## src/rtl/core/bat_pkg.sv

```systemverilog
// Shared types, constants and a helper function for the buddy allocator tree.
`default_nettype none

package bat_pkg;

    localparam int TOTAL_SLOTS = 1024;
    localparam int TREE_NODES  = 2 * TOTAL_SLOTS - 1;
    localparam int IDX_W       = $clog2(TREE_NODES);
    localparam int RUN_W       = $clog2(TOTAL_SLOTS) + 1;
    localparam int CMD_W       = 2;
    localparam int WANT_W      = 11;
    localparam int OFF_W       = 10;
    localparam int NEED_W      = WANT_W + 1;
    localparam int STAT_W      = 3;

    localparam logic [CMD_W-1:0] CMD_ALLOC = 2'd0;
    localparam logic [CMD_W-1:0] CMD_FREE  = 2'd1;
    localparam logic [CMD_W-1:0] CMD_QUERY = 2'd2;

    typedef enum logic [STAT_W-1:0] {
        ST_OK       = 3'd0,
        ST_ZERO     = 3'd1,
        ST_NOSPACE  = 3'd2,
        ST_RANGE    = 3'd3,
        ST_NOTALLOC = 3'd4
    } bat_status_t;

    typedef enum logic [3:0] {
        OP_NONE,
        OP_CLR,
        OP_LOAD,
        OP_RD_IDX,
        OP_RD_LEFT,
        OP_DESCEND,
        OP_MARK,
        OP_RD_SIB,
        OP_WR_PARENT,
        OP_CLIMB,
        OP_FOUND,
        OP_RELEASE,
        OP_RESULT
    } dp_op_t;

    typedef enum logic [3:0] {
        S_CLEAR,
        S_IDLE,
        S_DECODE,
        S_ROOT,
        S_DESC,
        S_STEP,
        S_UP,
        S_MERGE,
        S_FIND,
        S_FIND_RD,
        S_HIT
    } ctl_state_t;

    typedef struct packed {
        dp_op_t      op;
        bat_status_t code;
    } dp_ctl_t;

    typedef struct packed {
        logic [CMD_W-1:0] cmd;
        logic             want_zero;
        logic             need_big;
        logic             off_range;
        logic             rd_short;
        logic             rd_zero;
        logic             at_need;
        logic             at_root;
        logic             clr_last;
    } dp_sts_t;

    // Rounds a request up to the next power of two.
    function automatic logic [NEED_W-1:0] ceil_pow2(input logic [WANT_W-1:0] want);
        logic [WANT_W-1:0] wm1;
        logic [3:0]        pos;
        wm1 = want - WANT_W'(1);
        pos = 4'd0;
        for (int i = 0; i < WANT_W; i++)
        begin
            if (wm1[i])
            begin
                pos = 4'(i + 1);
            end
        end
        if (want <= WANT_W'(1))
        begin
            pos = 4'd0;
        end
        return NEED_W'(1) << pos;
    endfunction

endpackage

`default_nettype wire

```

## src/rtl/core/bat_ctrl.sv

```systemverilog
// Controller state machine that sequences the tree walks of the buddy allocator.
`default_nettype none

module bat_ctrl (
    input  wire logic              clk,
    input  wire logic              rst_n,
    input  wire logic              start,
    output logic                   busy,
    input  wire bat_pkg::dp_sts_t  sts,
    output bat_pkg::dp_ctl_t       ctl
);

    bat_pkg::ctl_state_t state_reg, state_next;

    always_ff @(posedge clk or negedge rst_n)
    begin
        if (!rst_n)
        begin
            state_reg <= bat_pkg::S_CLEAR;
        end
        else
        begin
            state_reg <= state_next;
        end
    end

    always_comb
    begin
        state_next = state_reg;
        ctl.op     = bat_pkg::OP_NONE;
        ctl.code   = bat_pkg::ST_OK;
        busy       = 1'b1;
        case (state_reg)
            bat_pkg::S_CLEAR:
            begin
                ctl.op = bat_pkg::OP_CLR;
                if (sts.clr_last)
                begin
                    state_next = bat_pkg::S_IDLE;
                end
            end
            bat_pkg::S_IDLE:
            begin
                busy = 1'b0;
                if (start)
                begin
                    ctl.op     = bat_pkg::OP_LOAD;
                    state_next = bat_pkg::S_DECODE;
                end
            end
            bat_pkg::S_DECODE:
            begin
                case (sts.cmd)
                    bat_pkg::CMD_ALLOC:
                    begin
                        if (sts.want_zero)
                        begin
                            ctl.op     = bat_pkg::OP_RESULT;
                            ctl.code   = bat_pkg::ST_ZERO;
                            state_next = bat_pkg::S_IDLE;
                        end
                        else if (sts.need_big)
                        begin
                            ctl.op     = bat_pkg::OP_RESULT;
                            ctl.code   = bat_pkg::ST_NOSPACE;
                            state_next = bat_pkg::S_IDLE;
                        end
                        else
                        begin
                            ctl.op     = bat_pkg::OP_RD_IDX;
                            state_next = bat_pkg::S_ROOT;
                        end
                    end
                    bat_pkg::CMD_FREE, bat_pkg::CMD_QUERY:
                    begin
                        if (sts.off_range)
                        begin
                            ctl.op     = bat_pkg::OP_RESULT;
                            ctl.code   = bat_pkg::ST_RANGE;
                            state_next = bat_pkg::S_IDLE;
                        end
                        else
                        begin
                            ctl.op     = bat_pkg::OP_RD_IDX;
                            state_next = bat_pkg::S_FIND;
                        end
                    end
                    default:
                    begin
                        ctl.op     = bat_pkg::OP_RESULT;
                        state_next = bat_pkg::S_IDLE;
                    end
                endcase
            end
            bat_pkg::S_ROOT:
            begin
                if (sts.rd_short)
                begin
                    ctl.op     = bat_pkg::OP_RESULT;
                    ctl.code   = bat_pkg::ST_NOSPACE;
                    state_next = bat_pkg::S_IDLE;
                end
                else if (sts.at_need)
                begin
                    ctl.op     = bat_pkg::OP_MARK;
                    state_next = bat_pkg::S_UP;
                end
                else
                begin
                    ctl.op     = bat_pkg::OP_RD_LEFT;
                    state_next = bat_pkg::S_DESC;
                end
            end
            bat_pkg::S_DESC:
            begin
                ctl.op     = bat_pkg::OP_DESCEND;
                state_next = bat_pkg::S_STEP;
            end
            bat_pkg::S_STEP:
            begin
                if (sts.at_need)
                begin
                    ctl.op     = bat_pkg::OP_MARK;
                    state_next = bat_pkg::S_UP;
                end
                else
                begin
                    ctl.op     = bat_pkg::OP_RD_LEFT;
                    state_next = bat_pkg::S_DESC;
                end
            end
            bat_pkg::S_UP:
            begin
                if (sts.at_root)
                begin
                    ctl.op     = bat_pkg::OP_RESULT;
                    state_next = bat_pkg::S_IDLE;
                end
                else
                begin
                    ctl.op     = bat_pkg::OP_RD_SIB;
                    state_next = bat_pkg::S_MERGE;
                end
            end
            bat_pkg::S_MERGE:
            begin
                ctl.op     = bat_pkg::OP_WR_PARENT;
                state_next = bat_pkg::S_UP;
            end
            bat_pkg::S_FIND:
            begin
                if (sts.rd_zero)
                begin
                    ctl.op     = bat_pkg::OP_FOUND;
                    state_next = bat_pkg::S_HIT;
                end
                else if (sts.at_root)
                begin
                    ctl.op     = bat_pkg::OP_RESULT;
                    ctl.code   = bat_pkg::ST_NOTALLOC;
                    state_next = bat_pkg::S_IDLE;
                end
                else
                begin
                    ctl.op     = bat_pkg::OP_CLIMB;
                    state_next = bat_pkg::S_FIND_RD;
                end
            end
            bat_pkg::S_FIND_RD:
            begin
                ctl.op     = bat_pkg::OP_RD_IDX;
                state_next = bat_pkg::S_FIND;
            end
            bat_pkg::S_HIT:
            begin
                if (sts.cmd == bat_pkg::CMD_FREE)
                begin
                    ctl.op     = bat_pkg::OP_RELEASE;
                    state_next = bat_pkg::S_UP;
                end
                else
                begin
                    ctl.op     = bat_pkg::OP_RESULT;
                    state_next = bat_pkg::S_IDLE;
                end
            end
            default:
            begin
                state_next = bat_pkg::S_IDLE;
            end
        endcase
    end

endmodule

`default_nettype wire

```

## config.mk

```make
export PLATFORM = sky130hd
export DESIGN_NAME = bat_ctrl
export DESIGN_NICKNAME = d
export VERILOG_FILES = /design/src/rtl/core/bat_pkg.sv /design/src/rtl/core/bat_ctrl.sv
export SDC_FILE = /design/constraint.sdc
export NUM_CORES = 1
export LEC_CHECK = 0
export BUFFER_PORTS_ARGS = -buffer_cell sky130_fd_sc_hd__buf_2
export CAP_MARGIN = 10
export CORE_MARGIN = 2
export CORE_UTILIZATION = 45
export DETAILED_ROUTE_END_ITERATION = 8
export PLACE_DENSITY = 0.71
export SETUP_SLACK_MARGIN = 0.3
export SYNTH_ARGS = -nofsm -noshare
export SYNTH_HDL_FRONTEND = slang
export SYNTH_SLANG_ARGS = --single-unit
```

## constraint.sdc

```tcl
create_clock -name clk -period 3.8 [get_ports clk]
set_input_delay 0.38 -clock clk [delete_from_list [all_inputs] [get_ports clk]]
set_output_delay 0.38 -clock clk [all_outputs]
set_load 0.005 [all_outputs]
```

[Word level (Yosys, flattened, before mapping)]
Cells that the tools add are included.
Widths: inputs -> output; s select.
Storage, ports and cells
  bits of input ports: 13
  register bits: 4
  logic and storage cells: 51
Cells by class
  equality and inequality tests: 14
  reduce and logical (&&, ||, !) cells: 4
  muxes and demuxes: 32
Operators by type and width (count)
  $pmux 4 s11: 2
  $mux 4: 10
  $mux 3: 8
  $eq 4x3->1 const B: 4
  $pmux 4 s2: 2
  $eq 4x4->1 const B: 3
  $mux 2: 6
  $pmux 3 s3: 1
  $eq 4x2->1 const B: 2
  $mux 7: 1
  $pmux 3 s2: 1
  $eq 4x1->1 const B: 1
  $logic_not 4->1: 1
  $ne 2x2->1 const B: 2
  $eq 2x1->1 const B: 1
  $eq 2x2->1 const B: 1
  $logic_not 2->1: 1
  $reduce_and 2->1: 1
  $reduce_or 2->1: 1
  $mux 1: 1

[Logic depth before layout (Yosys ltp)]
Gate-level depths: netlist of run 1.
  word-level depth: 4
  mapped depth: 6
  mapped depth without buffers: 6

[Worst setup path before layout of run 1]
No wires, ideal clock.
  path type: register -> output
  start: register state_reg[3]
  end: output ctl[4] in the netlist's numbering
  arrival: 1.183 ns
  stages on the path, launching flop included: 6
  slack: 2.237 ns
  cell sequence: dfrtp_1 buf_2 nand2b_4 o32a_1 o32a_1 nand3_1
RTL lines
  from (decl): line bat_ctrl.sv:13  | bat_pkg::ctl_state_t state_reg, state_next;
  from (signal assigned): line bat_ctrl.sv:19  | state_reg <= bat_pkg::S_CLEAR;
  from (signal assigned): line bat_ctrl.sv:23  | state_reg <= state_next;
  to (decl): line bat_ctrl.sv:10  | output bat_pkg::dp_ctl_t ctl

==> run metrics, run 1 <==
status=completed; XOR/XNOR share of the synthesized area=0; endpoints failing hold=0; Synth cell types=35; Initial Util=0.493; drt total wl=1.67 mm; Area growth, synth to finish=17.1%; largest net degree at the start of global routing=24; Power Dens Cells=609 mW/mm²; sequential element share of the synthesized area=0.152; Yosys top cell area share=0.152; Post-Syn Area=658 µm²; H-tree depth=1; total CTS buffers=3; clk_lat worst skew=0.24 ns; clk slew on worst S/H paths=0.04 ns; vias per cell=5.89; ranking of synthesized cells by area=dfrtp_1 (15%), nand2b_1 (8.6%), a21oi_1 (8.4%), nand2_1 (6.3%), ha_1 (5.7%); number of flip-flops in the largest register=4; # port buffers=20; Required @ worst endpoint=3.42 ns; post-route ant nets=0; Period minus WS final=2.19 ns; CTS Buffer Depth=2; Slew headroom=0.578; IO Pins=21; Core ar.=0.00133 mm²; syn nets=109; clock sinks=4; syn_area_per_cell=7.08 µm²; Slew @ Worst Pin=0.632 ns; Layout Nets=129; total negative slack=0 ns; leakage power=0.354 nW; vias in the first global route=645; critical path fanouts, max=14; adder-cell share of the synthesized area=0.0570; Post-route DRC=0; final slew viol count=0; post-synth top area cell=dfrtp_1; Async SR Flop Fraction=1.00; initial antenna violation count=0; ANT cells=0; post-detail-place hpwl=1.25 mm; maxcap violations=0; layout cells sized above 1=0.234; die area=0.00178 mm²; TritonCTS clock tree=yes; Critical Path AT=1.81 ns; largest family of logic cells by synthesized area=simple AND/OR/NAND/NOR gates; Worst Reg2Reg Path Length in Cells=4; RSZ-0062 raised after global routing=no; Yosys reg bits=4; leading cell types in the layout, fill and taps excluded=buf_2 (20), a21oi_1 (11), nand2_1 (11); Vias=742; setup violators final=0; FP Rows=13; total power=0.469 mW; synth warn=0; EDFF count, synth=0; wire per inst=13.2 µm; Die W=42.2 µm; Resize count post-CTS=0; mux cell area share after synthesis=0.0456; Max Freq=456 MHz; overflow left after global routing=0; Period Utilization, post-route=0.577; GP Congestion=0.890; Root Driver=clkbuf_4; FILL cells=129; clk_skew=0.00121 ns; initial detailed-routing violation count=10; Post-Synth Simple-Gate Area=0.342; overall routing resource usage=0.197; startpoint types=register; compound-gate portion of the synthesized area=0.316; CP endpoint kind=primary output; Chip Height=42.2 µm; class of the most critical setup path=reg2out; commonest non-fill, non-tap cell in the layout=buf_2; post-synthesis cell count=93; Min-Delay Path Class=in2async; Top FF cell, synth=dfrtp_1; first-pass GRT wire length=2.77 mm; Worst VDD drop=0.000296 V; first drt pass iteration count=4
-- report_power, final --
group	switching, mW	leakage, nW	internal (mW)
Combinational	0.130	0.287	0.145
Clock	0.0203	0.0138	0.0355
Sequential	0.0799	0.0523	0.0581
-- area by class of cell --
type,count,area (µm²),area share
clock buffers,3,22.5,0.0292
inverters,5,18.8,0.0244
multi-input cells,78,500,0.649
flip-flops and latches,4,100,0.130
well taps,15,18.8,0.0244
repair buffers,21,110,0.143
-- what timing repair did --
action	4_1_cts	5_1_grt
setup buffers	0	0
endpoints found under the setup margin	0	0
hold buffers	1	0
endpoints found under the hold margin	4	0
-- per-stage QoR --
stage | instances | util | setup slack [ns] | cell area, µm² | hold slack, ns
global placement | 122 | 0.553 | 1.89 | 738 | 0.185
detailed placement | 122 | 0.553 | 1.90 | 738 | 0.189
floorplan | 93 | - | 2.24 | 658 | 0.0844
CTS | 126 | 0.578 | 1.62 | 771 | 0.464
global route | 126 | 0.578 | 1.48 | 771 | 0.476
finish | 126 | 0.578 | 1.61 | 771 | 0.467
-- cells by family (layout without fill, tap and decap cells) --
kind of cell | count (synthesis) | in the layout
AOI/OAI and AO/OA | 31 | 31
adders and majority gates | 3 | 3
buffers and inverters | 11 | 29
DFF | 4 | 4
muxes | 3 | 3
and+or+nand+nor | 41 | 41
-- synth_stat cells, types with 2 or more instances --
library cell	number
o21ai_0	2
or3_1	2
mux2i_1	3
a21oi_1	11
a21boi_1	2
nand3_1	2
dfrtp_1	4
nor3_1	2
ha_1	3
nand3b_1	2
nand2_1	11
o211ai_1	2
o32a_1	2
inv_1	4
nor2b_1	3
nand2b_1	9
o22ai_1	3
buf_2	4
nor2_1	6
-- per-layer routing --
metal | global-route usage | wire, µm
met4 | 0.0375 | 10
met2 | 0.311 | 739
met5 | 0 | 0
met3 | 0.0517 | 120
met1 | 0.270 | 795
-- critical path: stages (launching register included) --
cell and delay, ns:
dfrtp_1 0.66, inv_1 0.20, mux2i_1 0.16, o32a_1 0.36, nand3_1 0.08, buf_2 0.11
-- path summary, 6_finish.rpt --
kind / from / endpoint / slack (ns)
worst max-delay path: state_reg[2]$_DFFE_PN0P_ / ctl[4] / 1.61
worst min-delay path: rst_n / state_reg[1]$_DFFE_PN0P_ / 0.47
worst max register to register: state_reg[0]$_DFFE_PN0P_ / state_reg[0]$_DFFE_PN0P_ / 2.07
worst min register to register: state_reg[2]$_DFFE_PN0P_ / state_reg[3]$_DFFE_PN0P_ / 0.78
max in group asynchronous: rst_n / state_reg[2]$_DFFE_PN0P_ / 3.22
min in group clk: sts[0] / state_reg[0]$_DFFE_PN0P_ / 0.47
Note: power is estimated with default switching activity, not from simulation.
==> inputs of run 2 (changes only) <==
- CORE_UTILIZATION: 45 -> 44
- PLACE_DENSITY: 0.71 -> 0.72
- clock period: 3.8 -> 2 ns (I/O delays scaled with it)
==> run metrics, run 2 (synthesized netlist as in run 1, its figures left out) <==
Max Freq=568 MHz; post-detail-place hpwl=1.35 mm; # port buffers=20; worst hold path depth=4; Area growth, synth to finish=41.3%; Slew headroom=0.738; IO Pins=21; Slew @ Worst Pin=0.388 ns; layout cells sized above 1=0.406; Chip Height=42.7 µm; critical path fanouts, max=7; leakage power=0.437 nW; cell repeated most along the worst path=o32a_1; vias in the first global route=777; Core ar.=0.00135 mm²; Required @ worst endpoint=1.80 ns; overflow left after global routing=0; first drt pass iteration count=4; drt total wl=2.12 mm; TritonCTS clock tree=yes; total CTS buffers=3; final slew viol count=0; clk slew on worst S/H paths=0.04 ns; status=completed; wire per inst=14.8 µm; worst hold margin=0.291 ns; final setup margin=0.238 ns; clk_skew=0.00169 ns; initial antenna violation count=0; CTS Buffer Depth=2; class of the most critical setup path=reg2out; startpoint types=register; leading cell types in the layout, fill and taps excluded=buf_2 (21), buf_4 (14), nand2_1 (11); pre-CTS setup slack=0.348 ns; setup slack, reg-to-reg=0.39 ns; Critical Path AT=1.56 ns; Period minus WS final=1.76 ns; Period Utilization, post-route=0.881; total negative slack=0 ns; setup violators final=0; Vias=866; Worst path max stage delay=0.47 ns; Root Driver=clkbuf_4; FP Rows=13; Die W=42.7 µm; r2r endpoint=state_reg[0]$_DFFE_PN0P_; commonest non-fill, non-tap cell in the layout=buf_2; maxcap violations=0; CP endpoint kind=primary output; overall routing resource usage=0.241; vias per cell=6.06; crit path cell chain=buf_6 > nand2b_1 > o32a_1 > o32a_1 > nand3_1 > buf_2; total power=1.12 mW; R2R Path Start=state_reg[3]$_DFFE_PN0P_; first-pass GRT wire length=3.42 mm; initial detailed-routing violation count=38; die area=0.00182 mm²; GP Congestion=0.864; Min-Delay Path Class=in2reg; CP startpoint=state_reg[1]$_DFFE_PN0P_; Post-route DRC=0; Worst Reg2Reg Path Length in Cells=7; Slowest-stage cell, CP=dfrtp_2; number of flip-flops in the largest register=4; largest net degree at the start of global routing=10; endpoints failing hold=0; hold path endpoint=state_reg[0]$_DFFE_PN0P_; Layout Nets=146; RSZ-0062 raised after global routing=yes; post-route ant nets=0; clock sinks=4; Initial Util=0.487; H-tree depth=1; clk_lat worst skew=0.24 ns; Worst VDD drop=0.000695 V; ANT cells=0; Power Dens Cells=1200 mW/mm²; hold_sp=sts[0]
[run 2: cell count changes in the layout (fill, tap and decap cells not counted), sizes merged]
cell,delta
buf,+17
[run 2: final cells by class]
type | count | area [µm²]
timing repair buffer | 38 | 235
multi-input combinational | 78 | 529
fill | 116 | 420
inverter | 5 | 18.8
sequential | 4 | 105
clock buffer | 3 | 22.5
tap | 15 | 18.8
[run 2: timing repair]
action	CTS	global route
setup buffers	10	3
endpoints found under the setup margin	6	6
pin swaps	1	2
endpoints found under the hold margin	4	0
resized for setup	8	4
hold buffers	1	0
[run 2: report_power, final]
group          total [mW]  leakage [nW]  switching [mW]  internal [mW]
Combinational       0.821         0.377           0.403          0.418
Sequential          0.197        0.0467          0.0782          0.119
Clock               0.101        0.0138          0.0341         0.0672
Total                1.12         0.437           0.515          0.604
[run 2: critical path, delay by kind of cell (launching register included)]
family | cells | cell delay (ns)
compound gates | 2 | 0.37
flops | 1 | 0.47
buf+inv | 2 | 0.26
simple gates | 2 | 0.23
[run 2: how the worst max path moves through the flow]
stage               endpoint  cells after the start
floorplan             ctl[4]                      5
detailed placement    ctl[4]                      5
global placement      ctl[4]                      5
global route          ctl[4]                      6
CTS                   ctl[4]                      5
finish                ctl[4]                      6
[run 2: stage by stage]
step / util / instance area, µm² / std cells
2_1_floorplan: - / 658 / 93
3_3_place_gp: 0.569 / 768 / 126
3_5_place_dp: 0.569 / 768 / 126
4_1_cts: 0.662 / 893 / 140
5_1_grt: 0.689 / 930 / 143
6_report: 0.689 / 930 / 143
[run 2: metal layers]
layer / vias up / track usage / wire length, µm
met5: - / 0 / 0
met4: 0 / 0.0750 / 31
met3: 4 / 0.0681 / 150
met2: 49 / 0.388 / 1060
met1: 400 / 0.308 / 883
li1: 413 / - / -
